[config.mk]
export PLATFORM = sky130hd
export DESIGN_NAME = dfs_ram
export DESIGN_NICKNAME = d
export VERILOG_FILES = /design/src/dfs_ram.sv
export SDC_FILE = /design/constraint.sdc
export NUM_CORES = 1
export LEC_CHECK = 0
export BUFFER_PORTS_ARGS = -buffer_cell sky130_fd_sc_hd__buf_4
export CAP_MARGIN = 40
export CORE_MARGIN = 3
export CORE_UTILIZATION = 30
export CTS_CLUSTER_DIAMETER = 200
export DETAILED_ROUTE_END_ITERATION = 10
export PLACE_DENSITY = 0.57
export SLEW_MARGIN = 20
export SYNTH_ARGS = -nofsm -noshare
export SYNTH_HDL_FRONTEND = slang
export SYNTH_SLANG_ARGS = --single-unit
[constraint.sdc]
create_clock -name clk -period 2 [get_ports clk]
set_input_delay 0.2 -clock clk [delete_from_list [all_inputs] [get_ports clk]]
set_output_delay 0.2 -clock clk [all_outputs]
set_load 0.05 [all_outputs]
[src/dfs_ram.sv]
// generic single-write, single-read synchronous memory with a registered read port
// no dependencies
module dfs_ram #(
	parameter int Depth = 64,
	parameter int Width = 8
) (
	input  logic                     clk,
	input  logic                     we,
	input  logic [$clog2(Depth)-1:0] waddr,
	input  logic [Width-1:0]         wdata,
	input  logic                     re,
	input  logic [$clog2(Depth)-1:0] raddr,
	output logic [Width-1:0]         rdata
);

	logic [Width-1:0] mem [Depth];

	always_ff @(posedge clk) begin
		if (we) begin
			mem[waddr] <= wdata;
		end
		if (re) begin
			rdata <= mem[raddr];
		end
	end

endmodule

; ---- Yosys cells after proc, flatten, opt, wreduce, memory -nomap -nowiden
; Memories as Yosys holds them, arrays and structs flattened. A register that Yosys moved wholly into a read port is not among the register bits.
; Index checks and enable logic that the tools add are counted.
[classes]
muxes = 2
[ops]
columns = op, n
row1 = 1-bit two-way mux, 2
[totals]
regBits = 0
mem_bits_rw = 512
inputBits = 23
n_memories = 1
[mem_list]
columns = name, words, width, rd, rd_clocked_by_memory_dff, write_ports, line
row1 = mem, 64, 8, 1, 1, 1, 16  ; logic [Width-1:0] mem [Depth];

; ---- Logic depth before layout (Yosys ltp)
[depth]
word_depth = 2
depth_mapped = 9
ltp_nobuf = 5

; ---- Least setup slack after synthesis
; Ideal clock, no wire load.
[synth_path]
path_type = input to register
startpoint = in raddr[1]
endpoint = reg rdata[3], read port of mem, data pin
setup_time_ps = 266
arrival_ps = 1740
path_slack_ps = -6
cell_stages = 7
n_path_buf = 3
path_cell_list = buf_4 buf_2 buf_2 mux4_2 mux4_2 o21ai_1 o41ai_1
[synth_rtl]
columns = element, line
row1 = "start, declared", 12  ; input logic [$clog2(Depth)-1:0] raddr,
row2 = "end, declared", 13  ; output logic [Width-1:0] rdata

==> flow_summary.toml <==
[setup_path]
crit_chain = "mux4_2 > mux2_4 > o221a_4 > nor3_2 > buf_4 > o32ai_2"
slowest_delay_ns = 0.48
worstSetupEndpointType = "flop"
worst_path_dominant_cell_family = "multiplexers"
crit_type = "reg2reg"
critPathLaunchType = "flop"
critical_path_required_ns = 2.33
crit_arrival_ns = 2.31
critPathMaxFanout = 1
cp_slowest_cell = "mux4_2"
worst-path-buf-inv = 1

[logic_synthesis]
yosysWarnings = 0
yosysUniqueCellTypes = 39
synth_seq_cells = 520
syn_avg_cell_area_um2 = 21.54
syn_nets = 963
synth_top_family_by_area = "multiplexers"
seq_area_frac_synth_pct = 77.12
synth_compound_area_share_pct = 2.064
synthFlopType = "edfxtp_1"
netlist_area_um2 = 20250
yosysTopAreaCellShare_pct = 77.12
ys_top_cells_by_area = "edfxtp_1, mux4_2, nor2_1"
synth-xor-area-share_pct = 0
synth_edf_count = 520
async_flop_share_pct = 0
post-synth-top-area-cell = "edfxtp_1"
synth_cells = 940
synth_mux_area_share_pct = 15.88
synthAdderAreaFrac_pct = 0
yosys.area_share.simple_pct = 3.374

[sta]
fin_crit_sh_pct = 99.15
finalMaxSlewViolations = 0
final_hold_viol_count = 0
worst_pin_slew_ns = 0.7612
rsz0062_at_grt = "yes"
max_freq_mhz = 504.3
finClkSkew_ns = 0.01954
slew_headroom_pct = 49.26
setup_viol = 0
post-route-min-period_ns = 1.983

[die]
dieArea_um2 = 70640
coreArea_um2 = 66330
pin_count = 31
die_height_um = 265.8
die_x_um = 265.8
start_util_pct = 30.52
core.rowCount = 94

[cells_and_area]
stdcell_count = 2016
n_antenna_cell = 0
final_common_cell = "edfxtp_1"
mostFrequentLayoutCells = "edfxtp_1, buf_4, mux4_2, nor2_1, clkbuf_16"
fin_nets = 1141
drive_gt1_share_pct = 33.42
area_growth_pct = 18.69
post-route-util_pct = 36.23

[route]
route.vias.total = 9978
dr.pass1.iters = 5
routed_via_density = 4.949
wl_um = 48200
drtIter0Drc = 806
antenna_left = 0
drcViolationCount = 0
routedWlPerCell_um = 23.91

[placement]
place.gp.congestion = 0.7791
dp_cells = 1928
io_buffers = 30
dpl.hpwl_um = 30970

[clocking]
cts_tree = "built"
htreeDepth = 2
cts_buffers = 51
clkLatencyLatePin_ns = 0.59
cts.sinks = 520
clock_path_buffers = 3
clkTransAtPathRegs_ns = 0.06
root_buffer = "clkbuf_16"

[hold_path]
min-delay-path-class = "in2reg"

[power_and_ir_drop]
vdd_drop_max_mv = 0.5878
powerDensity_nw_per_um2 = 931.2
leakagePower_uw = 0.007652
p_total_uw = 22380

[job]
drv_cap = 0

[grt]
grt.total_usage_pct = 13.65
antenna_found_initial = 1
grt_max_degree = 65
grt_pass1_wl_um = 70800
grt.overflow.total = 0
grt_pass1_vias = 10159

[run_status]
status = "complete, no violations"
## where the power goes
part	internal, µW	switching [µW]	total (µW)	leakage [µW]
sequential	12100	35.6	12100	0.00469
combinational	531	783	1310	0.00223
clock	5010	3930	8940	0.000735
## cells in the mapped netlist, drive strengths merged, types with 6 or more instances
master and n:
a221oi 6, mux2 13, mux2i 23, o221ai 8, nor3 7, buf 34
edfxtp 520, mux4 126, clkbuf 17, nor2 83, nand2b 7, nand2 19
nand3 13, nor2b 14, o22ai 8
## what timing repair did
action                                  in CTS  in global routing
gates cloned                                 0                  0
endpoints found under the setup margin       6                  5
hold buffers                                 1                  0
pin swaps                                    4                  1
endpoints found under the hold margin        8                  0
buffers inserted                             0                  0
resized for setup                           14                  5
## worst register-to-register path, cell delays in order (launching register included)
cell,delay [ns]
edfxtp_1,0.37
mux4_2,0.48
mux2_4,0.29
o221a_4,0.26
nor3_2,0.11
buf_4,0.14
o32ai_2,0.08
## layout make-up
class                           count  area, µm²
Timing Repair Buffer              176       1396
Clock buffer                       59       1306
Tap cell                          864       1081
Clock inverter                     28      203.9
Fill cell                        6115      42300
Sequential cell                   520      15620
Multi-Input combinational cell    369       4428
## registers in the layout (all words and copies together) (netlist names)
| name | count |
|---|---|
| rdata | 8 |
| mem | 512 |
## kinds of logic after synthesis
kind of cell	count (synthesis)
mux	162
compound gates	54
flops	520
simple gates	153
buf+inv	51
## per-stage QoR
step | TNS [ns] | instance area [µm²] | hold WS [ns] | setup slack, ns
CTS | -0.04862 | 24000 | 0.1164 | -0.03628
floorplan | 0 | 20250 | 0.2989 | 0.02139
global route | -0.1915 | 24030 | 0.1527 | -0.06240
finish | 0 | 24030 | 0.1540 | 0.01705
detailed placement | -4.432 | 22390 | 0.5481 | -0.8963
global placement | -4.470 | 22390 | 0.5506 | -0.8800
## metal layers
layer  wire (µm)  track usage (%)  part of all wire [%]  vias to the layer above
li1            -                -                     -                     4296
met1       21470            19.26                    45                     5388
met2       23550            22.24                    49                      242
met3        2382            2.484                   4.9                       52
met4         792            2.993                   1.6                        0
met5           0                0                     0                        -
## worst paths after layout
check	start	end	cells past startpoint	slack [ns]
min reg2reg	mem[30][6]$_DFFE_PP_	rdata[6]$_DFFE_PP_	3	0.89
max reg2reg	mem[20][6]$_DFFE_PP_	rdata[6]$_DFFE_PP_	6	0.02
min	raddr[5]	rdata[4]$_DFFE_PP_	3	0.15
max	mem[20][6]$_DFFE_PP_	rdata[6]$_DFFE_PP_	6	0.02
Power figures use the tool's default switching activity.
